<file path="src/rtl/quadratic_probe_hash_table_core_macros.svh">
// Assertion helpers for the hash table core.
`ifndef QUADRATIC_PROBE_HASH_TABLE_CORE_MACROS_SVH
`define QUADRATIC_PROBE_HASH_TABLE_CORE_MACROS_SVH

// Same-cycle implication.
`define QPHT_ASSERT_NOW(label, clk, rst, ante, cons, msg) \
  label: assert property (@(posedge clk) disable iff (rst) (ante) |-> (cons)) else $error(msg);

// Next-cycle implication.
`define QPHT_ASSERT_NEXT(label, clk, rst, ante, cons, msg) \
  label: assert property (@(posedge clk) disable iff (rst) (ante) |=> (cons)) else $error(msg);

`endif

</file>
<file path="src/rtl/qpht_pkg.sv">
`timescale 1ns / 1ps
package qpht_pkg;

  // Table depth; a power of two (home slot is the low key bits).
  localparam int TABLE_SIZE = 32;
  localparam int IDX_W      = $clog2(TABLE_SIZE);
  localparam int SLOT_W     = 5;
  localparam int KEY_W      = 31;

  localparam logic FUNC_INSERT = 1'b0;
  localparam logic FUNC_SEARCH = 1'b1;

  typedef logic [IDX_W-1:0] idx_t;

  typedef enum logic [1:0] {
    ST_STORED    = 2'd0,
    ST_FOUND     = 2'd1,
    ST_NOT_FOUND = 2'd2,
    ST_FULL      = 2'd3
  } status_t;

  typedef enum logic [1:0] {
    S_IDLE,
    S_READ,
    S_CHECK
  } state_t;

  typedef struct packed {
    logic [KEY_W-1:0] key;
    logic [63:0]      name_low;
    logic [63:0]      name_mid;
    logic [31:0]      name_high;
    logic [15:0]      year;
  } rec_t;

  // controller -> datapath
  typedef struct packed {
    logic    load;
    logic    rd;
    logic    step;
    logic    wr;
    logic    ld_res;
    status_t res_code;
  } cmd_t;

  // datapath -> controller
  typedef struct packed {
    logic func_search;
    logic slot_valid;
    logic key_match;
    logic last_probe;
  } sts_t;

  // (a + b) mod TABLE_SIZE for a, b < TABLE_SIZE
  function automatic idx_t add_mod(idx_t a, idx_t b);
    logic [IDX_W:0] sum;
    sum = {1'b0, a} + {1'b0, b};
    if (sum >= (IDX_W+1)'(TABLE_SIZE)) begin
      sum = sum - (IDX_W+1)'(TABLE_SIZE);
    end
    return sum[IDX_W-1:0];
  endfunction

  function automatic logic [SLOT_W-1:0] to_slot(idx_t p);
    logic [IDX_W+SLOT_W-1:0] ext;
    ext = {{SLOT_W{1'b0}}, p};
    return ext[SLOT_W-1:0];
  endfunction

endpackage

</file>
<file path="src/rtl/qpht_ctrl.sv">
`timescale 1ns / 1ps
module qpht_ctrl (
  input  logic              clk,
  input  logic              rst,
  input  logic              req_valid,
  output logic              req_ready,
  output logic              res_valid,
  input  logic              res_ready,
  input  qpht_pkg::sts_t    sts,
  output qpht_pkg::cmd_t    cmd
);

  qpht_pkg::state_t  state;
  qpht_pkg::state_t  state_next;
  logic              res_pending;
  logic              res_free;
  logic              finish;
  logic              advance;
  qpht_pkg::status_t code;

  assign res_free = !res_pending || res_ready;

  // probe outcome, valid in S_CHECK
  always_comb begin
    finish  = 1'b0;
    advance = 1'b0;
    code    = qpht_pkg::ST_NOT_FOUND;
    if (sts.func_search == qpht_pkg::FUNC_SEARCH) begin
      priority if (!sts.slot_valid) begin
        finish = 1'b1;
        code   = qpht_pkg::ST_NOT_FOUND;
      end else if (sts.key_match) begin
        finish = 1'b1;
        code   = qpht_pkg::ST_FOUND;
      end else if (sts.last_probe) begin
        finish = 1'b1;
        code   = qpht_pkg::ST_NOT_FOUND;
      end else begin
        advance = 1'b1;
      end
    end else begin
      priority if (!sts.slot_valid) begin
        finish = 1'b1;
        code   = qpht_pkg::ST_STORED;
      end else if (sts.last_probe) begin
        finish = 1'b1;
        code   = qpht_pkg::ST_FULL;
      end else begin
        advance = 1'b1;
      end
    end
  end

  always_comb begin
    state_next = state;
    unique case (state)
      qpht_pkg::S_IDLE: begin
        if (req_valid) begin
          state_next = qpht_pkg::S_READ;
        end
      end
      qpht_pkg::S_READ: begin
        state_next = qpht_pkg::S_CHECK;
      end
      qpht_pkg::S_CHECK: begin
        if (advance) begin
          state_next = qpht_pkg::S_READ;
        end else if (finish && res_free) begin
          state_next = qpht_pkg::S_IDLE;
        end
      end
      default: begin
        state_next = qpht_pkg::S_IDLE;
      end
    endcase
  end

  always_comb begin
    req_ready    = 1'b0;
    cmd          = '0;
    cmd.res_code = code;
    unique case (state)
      qpht_pkg::S_IDLE: begin
        req_ready = 1'b1;
        cmd.load  = req_valid;
      end
      qpht_pkg::S_READ: begin
        cmd.rd = 1'b1;
      end
      qpht_pkg::S_CHECK: begin
        cmd.step   = advance;
        cmd.ld_res = finish && res_free;
        cmd.wr     = finish && res_free && (code == qpht_pkg::ST_STORED);
      end
      default: begin
        req_ready = 1'b0;
      end
    endcase
  end

  always_ff @(posedge clk) begin
    if (rst) begin
      state       <= qpht_pkg::S_IDLE;
      res_pending <= 1'b0;
    end else begin
      state <= state_next;
      if (cmd.ld_res) begin
        res_pending <= 1'b1;
      end else if (res_ready) begin
        res_pending <= 1'b0;
      end
    end
  end

  assign res_valid = res_pending;

endmodule

</file>
<file path="config.mk">
export PLATFORM = sky130hd
export DESIGN_NAME = qpht_ctrl
export DESIGN_NICKNAME = d
export VERILOG_FILES = /design/src/rtl/quadratic_probe_hash_table_core_macros.svh /design/src/rtl/qpht_pkg.sv /design/src/rtl/qpht_ctrl.sv
export SDC_FILE = /design/constraint.sdc
export NUM_CORES = 1
export LEC_CHECK = 0
export BUFFER_PORTS_ARGS = -buffer_cell sky130_fd_sc_hd__buf_2
export CAP_MARGIN = 20
export CORE_AREA = 2 2 39 41
export DETAILED_ROUTE_END_ITERATION = 10
export DIE_AREA = 0 0 41 43
export SLEW_MARGIN = 20
export SYNTH_ARGS = -nofsm -noshare
export SYNTH_HDL_FRONTEND = slang
export SYNTH_SLANG_ARGS = --single-unit
export TNS_END_PERCENT = 10
</file>
<file path="constraint.sdc">
create_clock -name clk -period 1.01 [get_ports clk]
set_clock_uncertainty 0.1 [all_clocks]
set_input_delay 0.0505 -clock clk [delete_from_list [all_inputs] [get_ports clk]]
set_output_delay 0.0505 -clock clk [all_outputs]
set_load 0.03 [all_outputs]
</file>
==> parameters.txt, run 1 <==
Parameter                              Value

Global route
  Vias in the first global route    260
  Initial antenna violation count    0
  Total global routing overflow    0
  Wire length of the first global-routing pass    about 1100 um
  Maximum number of pins on one net before global-route repair    6
  Overall track demand over capacity in global routing    10.1%

Floorplanning
  Die X    ~40 um
  Floorplan Core Area    ~1400 um2
  Initial core utilization    17.0%
  I/O pins    17
  Area of the die    1760 um2
  Y dimension of the die    between 40 and 50 um
  Total number of placement rows    14

Route
  Detail Route Antenna Nets    0
  Post-detailed-route wirelength per cell    roughly 9.7 um
  Number of detailed-routing iterations run before antenna repair    4
  Remaining DRCs    0
  Per-cell via count in the routed design    around 4.2
  Number of vias after detailed routing    around 320
  DRT Wirelength    approximately 730 um
  Violation count after the first detailed-routing iteration    6

Power and ir drop
  Maximum vdd ir drop    723 uV
  Leakage    0.239 nW
  Overall Power    between 0.0005 and 0.0006 W
  Pwr Density    approximately 990 nW/um2

Setup path
  Critical Path AT    1090 ps
  Highest fanout seen on the critical path    3
  WP data required    860 ps
  Worst Setup End Kind    primary output
  Type of origin of the critical path    register
  R2R depth    5
  Worst Path Class, Setup    register to primary output

Worst hold path
  Kind of path behind the tightest hold check    input port to register
  Cells on Worst Hold Path    3

CTS
  Clock-pin slew on the worst setup and hold paths    40 ps
  Clk buf depth    2
  Clock sink count    3
  Number of clock buffers inserted by TritonCTS    3
  Source-to-sink clock delay at the later pin of the worst-skew pair    240 ps
  TritonCTS clock tree    yes
  Cell at the root of the clock tree    clkbuf_4
  Number of levels in the clock H-tree    1

STA
  Maximum frequency from static timing analysis    803 MHz
  Total of endpoints with negative setup slack in the final report    8
  Part of the cycle the worst path needs    123%
  Final setup slack of the worst path    -235 ps
  Final critical-path required period    between 1000 and 1500 ps
  Worst hold margin    31.2 ps
  Max-slew violations    0
  Max-Slew Margin vs Limit    a little under nine tenths
  Slew @ Worst Pin    213 ps
  Setup TNS    -1240 ps
  Hold violation count in the final report    0
  Unrepaired setup endpoints after global routing    yes

Flow run
  Total of max-cap violations    0

Run status
  Status    complete, but fails checks
  Violations in the final reports    setup timing

Yosys
  Post-synthesis cell type count    20
  Post-synth net total    38
  Synthesized instance count    30
  Number of synthesized register bits    3
  Cell taking the most area after synthesis    dfxtp_1
  Average size of a mapped cell    7.84 um2
  Area contributors post-synth    dfxtp_1, nand2b_1, a21oi_1
  Synthesis Warnings    0
  Synth top area share    approximately 26%
  Part of the Yosys area used for sequential elements    approximately a quarter
  Cell area after technology mapping    about 240 um2

Place
  Port bufs    16
  Placement Setup Slack    -101 ps
  Placed wire-length estimate    approximately 550 um
  Global placement routability congestion    between 0.7 and 0.8

Finish
  Total Nets Final    68
  Proportion of layout cells with a drive suffix above 1    between 80% and 90%
  Inserted Diodes    0
  P&R area growth vs syn    131%
[per-layer routing]
layer	track usage [%]	routed length [um]	up-vias
met3	3.14	66	4
met4	12.0	33	0
met5	0	0	-
met2	12.8	347	15
met1	11.6	279	141
li1	-	-	157
[final cells by class]
class                   count  area [um2]
clock buffers               4        26.3
fillers                   151         840
inverters                   3        11.3
multi-input cells          22         209
flip-flops and latches      3        63.8
well taps                  16        20.0
repair buffers             27         214
[layout by cell type, fill, tap and decap left out]
| cell | count |
|---|---|
| buf_4 | 11 |
| buf_2 | 9 |
| buf_6 | 5 |
| nand2b_1 | 3 |
| clkbuf_4 | 3 |
| dfxtp_2 | 3 |
| inv_2 | 2 |
| a21oi_1 | 2 |
| nand2_2 | 1 |
| and2_4 | 1 |
| nand2b_4 | 1 |
| o21bai_4 | 1 |
| nor2b_4 | 1 |
| nor2_4 | 1 |
| and2b_2 | 1 |
| o21a_1 | 1 |
| nor3_2 | 1 |
| nor2_2 | 1 |
| nor2_1 | 1 |
| nor4_4 | 1 |
| and2_2 | 1 |
| a21oi_2 | 1 |
| o31ai_2 | 1 |
| nor3b_2 | 1 |
| inv_1 | 1 |
| o2111ai_1 | 1 |
| clkbuf_1 | 1 |
| dlygate4sd3_1 | 1 |
| buf_12 | 1 |
[through the flow]
step / instances / utilization, % / cell area, um2
after global routing: 75 / 39.3 / 544
after global placement: 69 / 32.3 / 447
after detailed placement: 69 / 32.3 / 447
after floorplan: 30 / - / 285
final: 75 / 39.3 / 544
after CTS: 75 / 39.0 / 539
[cell usage after synthesis]
cell	instances
buf_6	1
o2111ai_1	1
and2_4	1
a21oi_1	3
nor2b_1	1
dfxtp_1	3
nor3_1	1
o21a_1	1
buf_4	1
nor2_1	3
and2b_2	1
and2_1	1
nor3b_2	1
inv_2	1
nand2_1	1
nor4_1	1
inv_1	2
o21bai_1	1
nand2b_1	4
o31ai_2	1
[flip-flops by register name (all words and copies together) (netlist names)]
signal,flops
state,2
res_valid,1
[logic make-up after synthesis]
group / after synthesis / share of synthesized area [%]
flip-flops: 3 / 25.5
AO/OA/AOI/OAI: 7 / 21.8
buffers and inverters: 5 / 12.8
AND/OR/NAND/NOR: 15 / 39.9
[report_power, final]
part | internal (W) | switching (W) | total (W)
combinational | 0.0000972 | 0.0000993 | 0.000197
sequential | 0.000126 | 0.00000427 | 0.000130
clock | 0.000148 | 0.0000660 | 0.000214
[repair_timing]
item | in CTS | in global routing
resized for setup | 15 | 4
endpoints found under the setup margin | 9 | 11
pin swaps | 2 | 1
hold buffers | 1 | 0
buffers inserted | 1 | 0
hold endpoints to repair | 3 | 0
[worst max-delay path, cell delays in order, from the launching register on]
cell and delay [ps]:
dfxtp_2 310, nand2b_4 150, o21bai_4 180, nor2_4 80, buf_6 130
[final timing paths]
check,start,end,slack (ps)
setup / recovery,state[0],cmd[2],-240
hold / removal,res_ready,res_valid,30
setup reg to reg,state[0],res_valid,-150
hold reg to reg,state[0],state[0],430
(Power assumes the default switching activity.)
==> run 2: changes to the inputs <==
--- a/config.mk
+++ b/config.mk
@@ -5,9 +5,11 @@
 export SDC_FILE = /design/constraint.sdc
 export NUM_CORES = 1
 export LEC_CHECK = 0
+export ABC_AREA = 1
 export BUFFER_PORTS_ARGS = -buffer_cell sky130_fd_sc_hd__buf_2
 export CAP_MARGIN = 20
 export CORE_AREA = 2 2 39 41
+export CTS_BUF_LIST = sky130_fd_sc_hd__clkbuf_16
 export DETAILED_ROUTE_END_ITERATION = 10
 export DIE_AREA = 0 0 41 43
 export SLEW_MARGIN = 20
==> run 2 against run 1 <==
  * The run still ends with setup timing left
  * Count of clock-buffer cells in the layout decreased by 1
  * Combinational power decreased by 27%
  * Cell area fell by 14%
  * Flip-flop and latch count stayed put
  * Clock power increased to 2.9 times the previous value
  * Utilization fell by 5.7 points
  * Non-clock buffer count fell by 5
  * Final cell count down 2.7%
  * First-iteration DRC count did not move
  * Global-route usage down 1.9 points
  * Total power up 67%
  * Critical endpoint unchanged
==> parameters.txt, run 2 <==
Parameter                              Value

Setup path
  Slowest cell delay on critical path    between 300 and 400 ps
  R2R depth    7
  Critical Path AT    between 1000 and 1500 ps
  Master of the slowest instance on the critical path    dfxtp_4
  Endpoint of the worst register-to-register path    res_valid
  Combined buffer and inverter count along the critical path    1
  Type of origin of the critical path    register
  Worst Path Class, Setup    register to primary output
  Number of cells on the critical path    4
  Gate family responsible for the most delay along the worst path    flip-flops
  WP data required    between 800 and 900 ps
  Highest fanout seen on the critical path    6
  CP endpoint    cmd[2]
  Worst R2R Setup Slack    -140 ps
  R2R Path Start    res_valid
  Worst path cell trace    nor2_4, nand2_2, nor2_1, buf_4
  Worst Setup End Kind    primary output
  Critical Path Start    state[0]

Yosys
  Cell area after technology mapping    203 um2
  Number of synthesized register bits    3
  Post-synth net total    40
  Synthesized instance count    32
  Cell taking the most area after synthesis    dfxtp_1
  Area contributors post-synth    dfxtp_1, nor2_1, inv_1
  Flip-flop cell with the highest count after synthesis    dfxtp_1
  Synth top area share    between 20% and 30%
  Synth cell count leaders    nor2_1, inv_1, nand2_1
  Average size of a mapped cell    approximately 6.3 um2
  Part of the Yosys area used for sequential elements    between 20% and 30%
  Post-synthesis cell type count    15
  Most instantiated library cell after synthesis    nor2_1
  Count of flip-flops with a built-in enable after synthesis    0
  Fraction of registers with async set/reset    0%
  Synthesis Warnings    0

Global route
  Vias in the first global route    270
  Maximum number of pins on one net before global-route repair    7
  Total global routing overflow    0
  Overall track demand over capacity in global routing    8.21%
  Wire length of the first global-routing pass    roughly 960 um
  Initial antenna violation count    0

Floorplanning
  Initial core utilization    around 15%
  I/O pins    17
  Y dimension of the die    approximately 43 um
  Area of the die    about 1800 um2
  Total number of placement rows    14
  Die X    between 40 and 50 um
  Floorplan Core Area    about 1400 um2

Place
  Placement Setup Slack    -32.1 ps
  Port bufs    16
  Global placement routability congestion    approximately 0.62
  Total placed cells including tap cells    66
  Placed wire-length estimate    about 470 um

Route
  Post-detailed-route wirelength per cell    between 8 and 9 um
  Remaining DRCs    0
  Per-cell via count in the routed design    between 3 and 4
  Violation count after the first detailed-routing iteration    6
  DRT Wirelength    approximately 600 um
  Number of vias after detailed routing    between 200 and 300
  Detail Route Antenna Nets    0
  Number of detailed-routing iterations run before antenna repair    4

CTS
  Source-to-sink clock delay at the later pin of the worst-skew pair    between 200 and 250 ps
  TritonCTS clock tree    yes
  Clock-pin slew on the worst setup and hold paths    roughly 30 ps
  Clk buf depth    2
  Clock sink count    3
  Number of levels in the clock H-tree    1
  Cell at the root of the clock tree    clkbuf_16
  Number of clock buffers inserted by TritonCTS    3

STA
  Total of endpoints with negative setup slack in the final report    7
  Max-slew violations    0
  Maximum frequency from static timing analysis    roughly 830 MHz
  Setup TNS    -829 ps
  Part of the cycle the worst path needs    119%
  Max-Slew Margin vs Limit    between 80% and 90%
  Final critical-path required period    roughly 1200 ps
  Worst hold margin    a little over 9 ps
  Hold violation count in the final report    0
  Unrepaired setup endpoints after global routing    yes
  Slew @ Worst Pin    211 ps
  Final setup slack of the worst path    -194 ps

Finish
  Final standard cell count with taps included and fillers excluded    73
  Most flop-heavy register    state
  Storage element area    66.3 um2
  Most frequent cells in the layout    buf_2, buf_4, inv_1, nor2_1
  Total Nets Final    66
  Proportion of layout cells with a drive suffix above 1    roughly 61%
  Flip-flop count of the largest register, all copies and words added    2
  P&R area growth vs syn    130%
  Inserted Diodes    0
  Filler Cells Inserted    ~150
  Multi-input combinational cell area    ~130 um2

Power and ir drop
  Leakage    between 0.2 and 0.25 nW
  Maximum vdd ir drop    between 500 and 600 uV
  Pwr Density    between 1500 and 2000 nW/um2

Worst hold path
  Beginning of the worst hold path    req_valid
  Cells on Worst Hold Path    3
  Kind of path behind the tightest hold check    input port to register

Run status
  Status    complete, but fails checks
  Violations in the final reports    setup timing

Flow run
  Total of max-cap violations    0
==> run 2: cell types whose count changed in the layout (fill, tap and decap cells not counted), moves of 3 or more <==
cell	previous run	this run
inv_1	1	6
nor2_1	1	6
buf_6	5	1
nand2b_1	3	0
nand2_1	0	3
clkbuf_4	3	0
clkbuf_16	0	3
==> run 2: worst min path at each step <==
stage | to | slack [ps]
detailed placement | state[1] | 150
global placement | state[1] | 150
global route | state[0] | 60
floorplan | state[1] | 10
CTS | state[0] | 40
finish | state[0] | 9
==> run 2: stage by stage <==
step | cell area [um2] | power, W | utilization (%)
CTS | 458 | 0.000910 | 33.1
global placement | 328 | 0.000264 | 23.7
floorplan | 213 | 0.000220 | -
detailed placement | 328 | 0.000264 | 23.7
global route | 465 | 0.000930 | 33.6
finish | 465 | 0.000904 | 33.6
==> run 2: what timing repair did <==
action | in CTS | in global routing
endpoints found under the setup margin | 6 | 9
hold buffers | 1 | 0
buffers inserted | 2 | 0
pin swaps | 3 | 3
endpoints found under the hold margin | 2 | 0
resized for setup | 11 | 4
==> run 2: power breakdown <==
| part | internal, W | switching (W) | leakage, nW |
|---|---|---|---|
| sequential | 0.000126 | 0.00000840 | 0.0261 |
| combinational | 0.0000580 | 0.0000863 | 0.165 |
| clock | 0.000511 | 0.000114 | 0.0423 |
==> run 2: tightest hold or removal path, delay by kind of cell <==
family | cells | cell delay [ps]
AO/OA/AOI/OAI | 2 | 150
buffers and inverters | 1 | 90
==> run 2: final cells by class <==
class                   instances  area share (%)
multi-input cells              22            28.2
inverters                       6            4.84
flip-flops and latches          3            14.2
clock inverters                 1           0.806
clock buffers                   3            16.1
repair buffers                 22            31.5
well taps                      16            4.30
==> run 2: layer usage <==
layer,global-route usage (%),wire length (um),vias to the layer above
li1,-,-,151
met1,8.28,232,128
met2,13.1,300,10
met3,1.05,45,2
met4,8.00,23,0
met5,0,0,-
==> run 2: cell families after synthesis <==
| family | after synthesis | synth area share (%) |
|---|---|---|
| buf+inv | 7 | 14.8 |
| compound gates | 5 | 14.8 |
| simple gates | 17 | 40.7 |
| flops | 3 | 29.6 |
